[src/rtl/msum_pkg.sv]
`default_nettype none

package msum_pkg;

	// Field widths fixed by the interface.
	localparam int VALUE_W   = 16;
	localparam int CFG_W     = 7;
	localparam int MAX_SUM_W = 27;
	localparam int IN_TDATA_W  = 16;
	localparam int OUT_TDATA_W = 32;

	// Register indexes of the configuration channel.
	localparam int CFG_IDX_W = 1;
	localparam logic [CFG_IDX_W-1:0] REG_ROW_COUNT = 1'b0;
	localparam logic [CFG_IDX_W-1:0] REG_COL_COUNT = 1'b1;

	// Reset value of both size registers.
	localparam int SIZE_RST = 64;

	typedef enum logic {
		ST_LOAD,
		ST_SEARCH
	} top_state_t;

	typedef enum logic {
		SEQ_IDLE,
		SEQ_RUN
	} seq_state_t;

	// Control that travels with each element issued to the band datapath.
	typedef struct packed {
		logic valid;      // an element is issued this cycle
		logic first_row;  // bottom row equals top row: column sums start at zero
		logic first_col;  // first column of a band row: running sum starts at zero
		logic last;       // final element of the whole search
	} band_ctl_t;

endpackage

`default_nettype wire

[src/rtl/msum_band.sv]
`default_nettype none

// Column-sum memory with read-modify-write, then the Kadane scan and the best tracker.
module msum_band #(
	parameter int MAX_COLS = 64,
	parameter int CIDX_W   = 6,
	parameter int CS_W     = 23,
	parameter int SUM_W    = 29
) (
	input  wire                                  clk,
	input  wire                                  arst_n,
	input  wire                                  start,
	input  msum_pkg::band_ctl_t                  issue,
	input  wire  [CIDX_W-1:0]                    col,
	input  wire  signed [msum_pkg::VALUE_W-1:0]  elem,
	output logic                                 done,
	output logic signed [SUM_W-1:0]              best
);

	logic signed [CS_W-1:0] cs_mem [MAX_COLS];

	msum_pkg::band_ctl_t ctl_s1, ctl_s2, ctl_s3;
	logic [CIDX_W-1:0]      col_s1;
	logic signed [CS_W-1:0] cs_rd_s1, fwd_data_s1, cs_s2;
	logic                   fwd_s1;
	logic signed [CS_W-1:0] cs_old, cs_new;
	logic signed [SUM_W-1:0] run_q, run_base, run_sum, run_s3, best_q;
	logic                   done_s4;

	// A write in stage one and a read of the same column in the same cycle
	// happen when a band row has one column; the new sum is forwarded.
	assign cs_old = ctl_s1.first_row ? '0 : (fwd_s1 ? fwd_data_s1 : cs_rd_s1);
	assign cs_new = cs_old + CS_W'(elem);

	always_ff @(posedge clk) begin
		if (ctl_s1.valid) begin
			cs_mem[col_s1] <= cs_new;
		end
		if (issue.valid) begin
			cs_rd_s1 <= cs_mem[col];
		end
		fwd_s1      <= ctl_s1.valid && (col_s1 == col);
		fwd_data_s1 <= cs_new;
		col_s1      <= col;
		cs_s2       <= cs_new;
	end

	assign run_base = ctl_s2.first_col ? '0 : run_q;
	assign run_sum  = run_base + SUM_W'(cs_s2);

	always_ff @(posedge clk) begin
		if (ctl_s2.valid) begin
			run_q  <= run_sum[SUM_W-1] ? '0 : run_sum;
			run_s3 <= run_sum[SUM_W-1] ? '0 : run_sum;
		end
	end

	always_ff @(posedge clk or negedge arst_n) begin
		if (!arst_n) begin
			ctl_s1  <= '0;
			ctl_s2  <= '0;
			ctl_s3  <= '0;
			done_s4 <= 1'b0;
			best_q  <= '0;
		end else begin
			ctl_s1  <= issue;
			ctl_s2  <= ctl_s1;
			ctl_s3  <= ctl_s2;
			done_s4 <= ctl_s3.valid && ctl_s3.last;
			if (start) begin
				best_q <= '0;
			end else if (ctl_s3.valid && (run_s3 > best_q)) begin
				best_q <= run_s3;
			end
		end
	end

	assign done = done_s4;
	assign best = best_q;

endmodule

`default_nettype wire

[config.mk]
export PLATFORM = sky130hd
export DESIGN_NAME = msum_band
export DESIGN_NICKNAME = d
export VERILOG_FILES = /design/src/rtl/msum_pkg.sv /design/src/rtl/msum_band.sv
export SDC_FILE = /design/constraint.sdc
export NUM_CORES = 1
export LEC_CHECK = 0
export BUFFER_PORTS_ARGS = -buffer_cell sky130_fd_sc_hd__buf_2
export CORE_ASPECT_RATIO = 0.9
export CORE_MARGIN = 2
export CORE_UTILIZATION = 44
export DETAILED_ROUTE_END_ITERATION = 16
export PLACE_DENSITY_LB_ADDON = 0.08
export RECOVER_POWER = 25
export REMOVE_ABC_BUFFERS = 1
export SLEW_MARGIN = 20
export SYNTH_ARGS = -nofsm -noshare
export SYNTH_HDL_FRONTEND = slang
export SYNTH_SLANG_ARGS = --single-unit
[constraint.sdc]
create_clock -name clk -period 5.27 [get_ports clk]
set_clock_uncertainty 0.2 [all_clocks]
set_input_delay 0.2635 -clock clk [delete_from_list [all_inputs] [get_ports clk]]
set_output_delay 0.2635 -clock clk [all_outputs]
set_load 0.1 [all_outputs]
==> impl_summary.txt <==
----------------------------------------------------
[STA]
  Slew @ Worst Pin ... 4560 ps
  Setup TNS after final layout ... 0 ps
  Number of slew-limit violations in the final report ... 1,065
  Post-layout minimum cycle time ... 5130 ps
  Relative max-transition margin ... -2.04
  Final worst path period share ... 0.973
  Worst setup slack after layout ... 141 ps
  Final setup violation count ... 0
  Setup repair after global routing missed its margin ... no
  Final Hold Viols ... 0
  Fin Hold WS ... 73.0 ps
  Peak Freq ... 195 MHz

[Critical path]
  Data arrival at the endpoint of the critical path ... 5420 ps
  Endpoint class of the critical path ... flip-flop
  Critical path class ... primary input to flip-flop
  Required @ worst endpoint ... 5560 ps
  Crit path max fanout ... 56
  Worst Setup Start Kind ... primary input

[Die]
  Number of standard-cell rows in the floorplan ... 132
  Floorplan die width ... 405 um
  Starting utilization of the core area ... 0.443
  Core footprint ... 0.144 sq mm
  Die footprint ... 0.148 sq mm
  Count of boundary I/O pins ... 59
  Y dimension of the die ... 365 um

[Pwr]
  Power consumption ... 30.6 mW
  Largest vdd supply drop ... 342 uV
  Power density relative to cell area ... 421 mW/mm^2
  Leakage ... 23.2 nW

[Route]
  Total number of vias ... 31,476
  Antenna Nets Post-Route ... 0
  Overall routed net length ... 173,000 um
  Average detailed-routed wire length per instance ... 32.9 um
  Iter 0 DRT Violations ... 3,817
  Router iterations before antenna repair ... 5
  Vias/cell ... 5.98
  Post-route DRC ... 0

[GRT]
  Number of antenna violations at the first check in global routing ... 9
  Number of global-route vias before repair ... 31,966
  First-pass GRT wire length ... 243,000 um
  Global-route usage over all layers ... 0.238
  Met1 usage in global routing ... 0.340
  Most utilized layer in the global route result ... met2
  Pin count of the biggest net entering global routing ... 66
  Global routing usage on met2 ... 0.384
  Total grt overflow ... 0
  Met3 track utilization from global routing ... 0.0409

[Clock tree]
  PostCTS Resize Cnt ... 0
  Post-CTS repair timing setup buffer count ... 0
  Clock slew at reported path FFs ... 60 ps
  CTS Sinks ... 1,591
  Clock tree from TritonCTS ... done
  Source-to-sink clock delay at the later pin of the worst-skew pair ... 790 ps
  CTS H-tree depth ... 4
  Buffer depth of the longest clock path ... 3
  Number of clock buffers inserted by TritonCTS ... 164
  Root Driver ... clkbuf_16

[Place]
  Final GP Congestion ... 0.818
  Post-DP Area ... 0.0676 sq mm
  Setup Slack @ Placement ... 441 ps
  Post-Place Cells ... 4,938
  Half-perimeter wire length of the detailed placement result ... 99,800 um
  Total of buffers placed on input and output ports ... 57

[Logic synthesis]
  Count of distinct cell types in the synthesized netlist ... 71
  Fraction of registers with async set or reset after synthesis ... 0.0239
  Combined area of all synthesized cells ... 0.0638 sq mm
  Number of cells produced by synthesis ... 2,947
  Top FF cell, synth ... edfxtp_1
  Synth Warn # ... 0
  Sequential fraction of the synthesis area ... 0.742
  Number of flops mapped to enable cells by yosys ... 1,523
  Number of synthesized register bits ... 1,591
  Average cell area after synthesis ... 21.6 sq um

[Finish]
  Nets@finish ... 3,284
  Count of placed standard cells in the final layout, fillers left out ... 5,262
  Layout cells sized above 1 ... 0.280
  Growth of design area from synthesis to finish ... 14.2%
  Non-Filler Cell Area, Final ... 0.0728 sq mm
  Core Util, Final ... 0.506

[Outcome]
  Status ... finished, violations left
  Failing checks ... capacitance limit, slew limit

[Worst hold path]
  Path type of the worst min-delay path ... primary input to flip-flop

[Job]
  Max-Cap Viols ... 42

----------------------------------------------------
[flip-flops by register name, summed over array words and instances (netlist names)]
signal	flops
cs_mem	1472
best	28
run_s3	28
cs_rd_s1	23
cs_s2	23
col_s1	6
ctl_s1	4
ctl_s2	3
ctl_s3	2
done	1
fwd_s1	1
[worst paths after layout]
path | startpoint | cells after the start | slack, ps | end
max in group asynchronous | arst_n | 4 | 2350 | ctl_s1[1]
setup / recovery | col[3] | 4 | 140 | cs_rd_s1[13]
setup reg to reg | fwd_s1 | 12 | 370 | cs_mem[40][15]
min in group asynchronous | arst_n | 4 | 1210 | ctl_s2[1]
hold / removal | elem[6] | 3 | 70 | cs_s2[6]
hold reg to reg | ctl_s2[0] | 0 | 160 | ctl_s3[0]
[worst max-delay path: stages]
cell	delay, ps
dlygate4sd2_1	3270
buf_4	740
mux4_2	460
mux4_2	510
[routing by layer]
layer,up-vias,part of all wire
met4,0,0.021
met2,1194,0.48
met1,17258,0.43
met3,218,0.069
li1,12806,-
met5,-,0
[cells in the final DEF, fill, tap and decap left out, types with 5 or more instances in the layout]
| cell | n |
|---|---|
| nor2b_1 | 40 |
| xor2_1 | 11 |
| nand3_1 | 15 |
| o21bai_1 | 9 |
| diode_2 | 6 |
| buf_12 | 18 |
| a211oi_1 | 5 |
| inv_1 | 34 |
| dfrtp_1 | 38 |
| dlygate4sd3_1 | 13 |
| nor2_1 | 83 |
| mux4_2 | 483 |
| bufinv_16 | 15 |
| nor3_1 | 10 |
| a21o_1 | 27 |
| a21oi_1 | 52 |
| buf_2 | 20 |
| nor4_1 | 7 |
| xnor2_1 | 18 |
| ha_1 | 78 |
| clkinv_2 | 37 |
| o21ai_0 | 29 |
| buf_4 | 79 |
| edfxtp_1 | 1523 |
| nand2b_1 | 64 |
| nand2_1 | 31 |
| xnor2_2 | 12 |
| clkbuf_16 | 168 |
| dfxtp_1 | 30 |
| nor2_2 | 54 |
| clkbuf_1 | 96 |
| and3_1 | 6 |
| xor2_4 | 7 |
| clkinv_1 | 42 |
| mux2i_1 | 51 |
| and2_1 | 5 |
| nand4_1 | 16 |
| o21a_1 | 5 |
[what timing repair did]
item / in CTS / in global routing
endpoints found under the setup margin: 0 / 0
hold endpoints to repair: 87 / 0
hold buffers: 14 / 0
[synthesized netlist by cell type, types with 29 or more instances]
cell | number | share of area
dfrtp_1 | 38 | 0.015
ha_1 | 78 | 0.015
a21oi_1 | 53 | 0.0042
buf_2 | 33 | 0.0026
nor2_1 | 139 | 0.0082
dfxtp_1 | 30 | 0.0094
mux4_2 | 483 | 0.17
xnor2_1 | 31 | 0.0043
o21ai_0 | 29 | 0.0023
nand2_1 | 31 | 0.0018
mux2i_1 | 51 | 0.0080
clkbuf_1 | 78 | 0.0046
nor2b_1 | 40 | 0.0039
edfxtp_1 | 1523 | 0.72
nand2b_1 | 64 | 0.0063
inv_1 | 34 | 0.0020
[cell families after synthesis]
kind of cell,synth area share
AOI/OAI and AO/OA,0.0172
xor gates and xnor gates,0.00673
adders and majority gates,0.0159
buffers and inverters,0.0119
DFF,0.742
muxes,0.179
other,0.0000588
and+or+nand+nor,0.0280
[where the power goes]
| group | total [mW] | switching, mW | internal (mW) |
|---|---|---|---|
| combinational | 4.07 | 2.77 | 1.30 |
| clock | 11.4 | 4.81 | 6.59 |
| sequential | 15.2 | 0.243 | 14.9 |
[cell type report]
class                           instances  area, sq um
Tap cell                             1943         2430
Timing Repair Buffer                  205         1530
Clock buffer                          196         4320
Clock inverter                        108          963
Multi-Input combinational cell       1179        16100
Sequential cell                      1591        47300
Fill cell                           11407        71100
Antenna cell                            6         15.0
Inverter                               34          128
Note: power is estimated with default switching activity, not from simulation.
