### src/rtl/msum_pkg.sv
`default_nettype none

package msum_pkg;

	// Field widths fixed by the interface.
	localparam int VALUE_W   = 16;
	localparam int CFG_W     = 7;
	localparam int MAX_SUM_W = 27;
	localparam int IN_TDATA_W  = 16;
	localparam int OUT_TDATA_W = 32;

	// Register indexes of the configuration channel.
	localparam int CFG_IDX_W = 1;
	localparam logic [CFG_IDX_W-1:0] REG_ROW_COUNT = 1'b0;
	localparam logic [CFG_IDX_W-1:0] REG_COL_COUNT = 1'b1;

	// Reset value of both size registers.
	localparam int SIZE_RST = 64;

	typedef enum logic {
		ST_LOAD,
		ST_SEARCH
	} top_state_t;

	typedef enum logic {
		SEQ_IDLE,
		SEQ_RUN
	} seq_state_t;

	// Control that travels with each element issued to the band datapath.
	typedef struct packed {
		logic valid;      // an element is issued this cycle
		logic first_row;  // bottom row equals top row: column sums start at zero
		logic first_col;  // first column of a band row: running sum starts at zero
		logic last;       // final element of the whole search
	} band_ctl_t;

endpackage

`default_nettype wire

### src/rtl/msum_seq.sv
`default_nettype none

// Walks top row, bottom row and column, issuing one element address per cycle.
module msum_seq #(
	parameter int ROW_W  = 7,
	parameter int COL_W  = 7,
	parameter int RIDX_W = 6,
	parameter int CIDX_W = 6,
	parameter int ADDR_W = 12
) (
	input  wire                          clk,
	input  wire                          arst_n,
	input  wire                          start,
	input  wire  [ROW_W-1:0]             rows,
	input  wire  [COL_W-1:0]             cols,
	output msum_pkg::band_ctl_t          issue,
	output logic [CIDX_W-1:0]            col,
	output logic [ADDR_W-1:0]            addr
);

	msum_pkg::seq_state_t state_q, state_d;

	logic [RIDX_W-1:0] top_q, bot_q;
	logic [CIDX_W-1:0] k_q;
	logic [ADDR_W-1:0] addr_q, top_base_q;
	logic [ROW_W-1:0]  rows_m1;
	logic [COL_W-1:0]  cols_m1;
	logic              k_last, bot_last, top_last;
	logic [ADDR_W:0]   next_base;

	assign rows_m1  = rows - 1'b1;
	assign cols_m1  = cols - 1'b1;
	assign k_last   = (COL_W'(k_q) == cols_m1);
	assign bot_last = (ROW_W'(bot_q) == rows_m1);
	assign top_last = (ROW_W'(top_q) == rows_m1);
	assign next_base = {1'b0, top_base_q} + (ADDR_W+1)'(cols);

	always_comb begin
		state_d = state_q;
		case (state_q)
			msum_pkg::SEQ_IDLE: begin
				if (start) begin
					state_d = msum_pkg::SEQ_RUN;
				end
			end
			msum_pkg::SEQ_RUN: begin
				if (top_last && k_last) begin
					state_d = msum_pkg::SEQ_IDLE;
				end
			end
			default: state_d = msum_pkg::SEQ_IDLE;
		endcase
	end

	always_ff @(posedge clk or negedge arst_n) begin
		if (!arst_n) begin
			state_q <= msum_pkg::SEQ_IDLE;
		end else begin
			state_q <= state_d;
		end
	end

	// Rows are contiguous, so the address simply counts up within a band and
	// jumps to the next top row when a band finishes.
	always_ff @(posedge clk) begin
		if (start) begin
			top_q      <= '0;
			bot_q      <= '0;
			k_q        <= '0;
			addr_q     <= '0;
			top_base_q <= '0;
		end else if (state_q == msum_pkg::SEQ_RUN) begin
			if (!k_last) begin
				k_q    <= k_q + 1'b1;
				addr_q <= addr_q + 1'b1;
			end else if (!bot_last) begin
				k_q    <= '0;
				bot_q  <= bot_q + 1'b1;
				addr_q <= addr_q + 1'b1;
			end else begin
				k_q        <= '0;
				top_q      <= top_q + 1'b1;
				bot_q      <= top_q + 1'b1;
				top_base_q <= next_base[ADDR_W-1:0];
				addr_q     <= next_base[ADDR_W-1:0];
			end
		end
	end

	assign issue.valid     = (state_q == msum_pkg::SEQ_RUN);
	assign issue.first_row = (bot_q == top_q);
	assign issue.first_col = (k_q == '0);
	assign issue.last      = top_last && k_last;
	assign col  = k_q;
	assign addr = addr_q;

endmodule

`default_nettype wire

### config.mk
export PLATFORM = sky130hd
export DESIGN_NAME = msum_seq
export DESIGN_NICKNAME = d
export VERILOG_FILES = /design/src/rtl/msum_pkg.sv /design/src/rtl/msum_seq.sv
export SDC_FILE = /design/constraint.sdc
export NUM_CORES = 1
export LEC_CHECK = 0
export BUFFER_PORTS_ARGS = -buffer_cell sky130_fd_sc_hd__buf_2
export CAP_MARGIN = 20
export CORE_ASPECT_RATIO = 1.25
export CORE_UTILIZATION = 45
export CTS_CLUSTER_DIAMETER = 150
export DETAILED_ROUTE_END_ITERATION = 6
export PLACE_DENSITY_LB_ADDON = 0.08
export REMOVE_ABC_BUFFERS = 1
export SYNTH_ARGS = -nofsm -noshare
export SYNTH_HDL_FRONTEND = slang
export SYNTH_SLANG_ARGS = --single-unit
### constraint.sdc
create_clock -name clk -period 2.8 [get_ports clk]
set_input_delay 0.14 -clock clk [delete_from_list [all_inputs] [get_ports clk]]
set_output_delay 0.14 -clock clk [all_outputs]
set_load 0.01 [all_outputs]
==> tab_implementation.tex <==
\begin{tabular}{lr}
\hline
Metric & Value \\
\hline
\multicolumn{2}{l}{\textbf{Place}} \\
Placed instance area & 0.00359 sq mm \\
Count of placed standard cells including taps & 526 \\
Count of buffers inserted at the top-level ports & 38 \\
Post-placement worst setup slack & 0.336 ns \\
Global placer's final weighted congestion & 0.827 \\
Half-perimeter wire length of the detailed placement result & 6040 um \\
\multicolumn{2}{l}{\textbf{Worst hold path}} \\
Min-Delay Path Class & in2async \\
\multicolumn{2}{l}{\textbf{Logic synthesis}} \\
Number of distinct library cells after synthesis & 61 \\
Most frequently used cell type in the post-synthesis netlist & sky130\_fd\_sc\_hd\_\_dfxtp\_1 \\
Number of synthesis warnings & 0 \\
Share of async-settable or async-resettable flops after synthesis & 2.33\% \\
Dominant synthesized flop cell & sky130\_fd\_sc\_hd\_\_dfxtp\_1 \\
Top post-synthesis cells by count & 42 x sky130\_fd\_sc\_hd\_\_dfxtp\_1, 29 x sky130\_fd\_sc\_hd\_\_a21oi\_1, 29 x sky130\_fd\_sc\_hd\_\_nand3\_1, 27 x sky130\_fd\_sc\_hd\_\_xnor2\_1, 22 x sky130\_fd\_sc\_hd\_\_clkbuf\_1 \\
Netlist area before placement & 0.00332 sq mm \\
Number of synthesized register bits & 43 \\
Largest cells by area after synthesis & sky130\_fd\_sc\_hd\_\_dfxtp\_1 25\%, sky130\_fd\_sc\_hd\_\_xnor2\_1 7.1\%, sky130\_fd\_sc\_hd\_\_ha\_1 5.3\% \\
Sequential-to-total area share from yosys stat & 26.1\% \\
Gate count of the mapped netlist & 418 \\
Number of flops mapped to enable cells by yosys & 0 \\
Dominant cell type by area after synthesis & sky130\_fd\_sc\_hd\_\_dfxtp\_1 \\
Avg Inst Size Synth & 7.94 sq um \\
Portion of synthesized cell area occupied by the leading cell type & 25.3\% \\
\multicolumn{2}{l}{\textbf{Route}} \\
DRC violations left & 0 \\
Ratio of routed vias to standard cells & 5.91 \\
Number of antenna-violating nets in the routed design & 0 \\
Violation count after the first detailed-route iteration & 183 \\
Overall via count from detail\_route & 3160 \\
Drt wl/cell & 15.8 um \\
Total Wirelength & 8430 um \\
Number of iterations in the first detailed-routing pass & 4 \\
\multicolumn{2}{l}{\textbf{Final layout}} \\
Fraction of layout instances using a drive strength above 1 & 15.5\% \\
Final standard cell area without fillers & 0.00368 sq mm \\
Number of diodes added for antenna fixing & 0 \\
Area Growth Syn to Fin & 11.0\% \\
Nets@finish & 476 \\
Non-filler cells in the finished layout & 535 \\
\multicolumn{2}{l}{\textbf{STA}} \\
Min setup slack post-route & 0.390 ns \\
Maximum frequency from static timing analysis & 0.415 GHz \\
Final worst path period share & 86.1\% \\
Crit path time final & 2.41 ns \\
Setup TNS & 0 ns \\
Final max-slew violation count & 0 \\
Final hold vios & 0 \\
Slew @ Worst Pin & 0.546 ns \\
Final-report setup violation count & 0 \\
Maximum clock skew at final layout & 0.0118 ns \\
RSZ-0062 raised after global routing & no \\
Slew margin rel. & 63.6\% \\
\multicolumn{2}{l}{\textbf{Die}} \\
Die span in y & 98.0 um \\
Area of the core & 0.00706 sq mm \\
Core Rows & 34 \\
Area of the die & 0.00773 sq mm \\
Initial Util & 47.0\% \\
Die width & 78.8 um \\
Number of placed I/O pins & 39 \\
\multicolumn{2}{l}{\textbf{Clock tree}} \\
CTS clock-pin slew for the worst setup and hold paths & 0.08 ns \\
\# H-tree levels & 2 \\
Clock tree from TritonCTS & done \\
Clock buffers created by TritonCTS & 5 \\
Library cell used as clock root buffer & sky130\_fd\_sc\_hd\_\_clkbuf\_8 \\
Insertion delay of the later-clocked pin in the worst-skew pair & 0.29 ns \\
Number of clock sinks & 43 \\
Bufs on Longest Clock Path & 2 \\
\multicolumn{2}{l}{\textbf{Worst setup path}} \\
Startpoint kind of the worst setup timing path & flop \\
Worst Path Required & 2.66 ns \\
Crit Path Category & reg2out \\
Slowest cell on crit path & sky130\_fd\_sc\_hd\_\_dfxtp\_1 \\
Series of cell instances along the critical path & or3\_1 > a31oi\_1 > nand3\_1 > buf\_4 > nor4\_1 > buf\_2 \\
Dominant delay contributor by cell family on the critical path & simple AND/OR/NAND/NOR gates \\
Crit path buf inv count & 2 \\
Crit-path max FO & 21 \\
Arrival time of the worst setup path & 2.27 ns \\
Largest incremental delay on the critical path & 0.41 ns \\
Kind of capture point of the worst setup path & output pin \\
\multicolumn{2}{l}{\textbf{GRT}} \\
Largest net degree at the start of global routing & 49 \\
First-pass GRT wire length & 14200 um \\
Number of antenna violations at the first check in global routing & 0 \\
Vias in the first global route & 3062 \\
All-Layer GR Usage & 22.6\% \\
Total congestion overflow after global routing & 0 \\
\multicolumn{2}{l}{\textbf{Run}} \\
Max-capacitance violation count & 0 \\
\multicolumn{2}{l}{\textbf{Power}} \\
Maximum ir drop on the vdd rail & 0.000203 V \\
Leak Pwr & 1.40 nW \\
Areal power density over the cells & 329 mW/mm\^{}2 \\
Overall power consumption & 1.21 mW \\
\multicolumn{2}{l}{\textbf{Outcome}} \\
Status & finished, final reports clean \\
\hline
\end{tabular}
[final cells by class]
type                       count  area [sq um]
multi-input combinational    329          2260
sequential                    43           866
tap                           90           113
inverter                      14          52.6
fill                         731          3380
clock buffer                   5          68.8
clock inverter                 3          20.0
timing repair buffer          51           303
[path summary, 6_finish.rpt]
kind | from | to | slack (ns) | cells past startpoint
worst max-delay path | col[2]$_SDFFE_PP0P_ | issue[0] | 0.39 | 6
worst min-delay path | arst_n | state_q$_DFF_PN0_ | 0.15 | 2
worst max register to register | bot_q[5]$_SDFFE_PP0P_ | addr[1]$_SDFFE_PP0P_ | 0.54 | 5
worst min register to register | top_base_q[4]$_SDFFE_PP0P_ | top_base_q[4]$_SDFFE_PP0P_ | 0.49 | 2
max in group asynchronous | arst_n | state_q$_DFF_PN0_ | 2.57 | 2
min in group clk | start | top_base_q[7]$_SDFFE_PP0P_ | 0.28 | 2
[cell families after synthesis]
logic type                 after synthesis  share of synthesized area [%]
AOI/OAI and AO/OA                      112                           22.5
xor gates and xnor gates                39                           10.3
adders and majority gates               15                           5.88
buffers and inverters                   46                           5.77
DFF                                     43                           26.1
muxes                                    9                           2.83
and+or+nand+nor                        154                           26.7
[registers in the layout, indices dropped and copies added, names as in the netlist]
| signal | flops |
|---|---|
| addr | 12 |
| state_q | 1 |
| top_q | 6 |
| bot_q | 6 |
| col | 6 |
| top_base_q | 12 |
[power by group]
part	switching (mW)	total [mW]	leakage [nW]	internal, mW
registers	0.0123	0.632	0.348	0.620
clock network	0.227	0.401	0.0402	0.174
logic	0.102	0.178	1.01	0.0759
total	0.341	1.21	1.40	0.870
[per-stage QoR]
| stage | hold WS [ns] | util [%] |
|---|---|---|
| floorplan | -0.156 | - |
| CTS | 0.132 | 52.2 |
| global placement | -0.0857 | 50.8 |
| finish | 0.145 | 52.2 |
| detailed placement | -0.0836 | 50.8 |
| global route | 0.149 | 52.2 |
[layer usage]
layer,part of all wire [%],track usage [%],vias up,wire (um)
li1,-,-,1607,-
met1,47,29.4,1488,3990
met2,48,38.9,53,4080
met3,2.2,2.34,12,187
met4,2.0,7.13,0,167
met5,0,0,-,0
[repair_timing]
item,CTS,global route
buffers inserted,0,0
endpoints found under the hold margin,1,0
hold buffers,1,0
gates resized for setup,0,0
[cell usage in the layout (no fill, tap or decap), types with 14 or more instances in the layout]
cell	netlist	layout
sky130_fd_sc_hd__a21oi_1	29	29
sky130_fd_sc_hd__buf_2	6	38
sky130_fd_sc_hd__dfxtp_1	42	42
sky130_fd_sc_hd__ha_1	14	14
sky130_fd_sc_hd__inv_1	14	14
sky130_fd_sc_hd__nand2_1	18	18
sky130_fd_sc_hd__nand2b_1	15	15
sky130_fd_sc_hd__nand3_1	29	29
sky130_fd_sc_hd__nor2_1	20	20
sky130_fd_sc_hd__o21ai_0	21	21
sky130_fd_sc_hd__xnor2_1	27	27
Power figures use the tool's default switching activity.
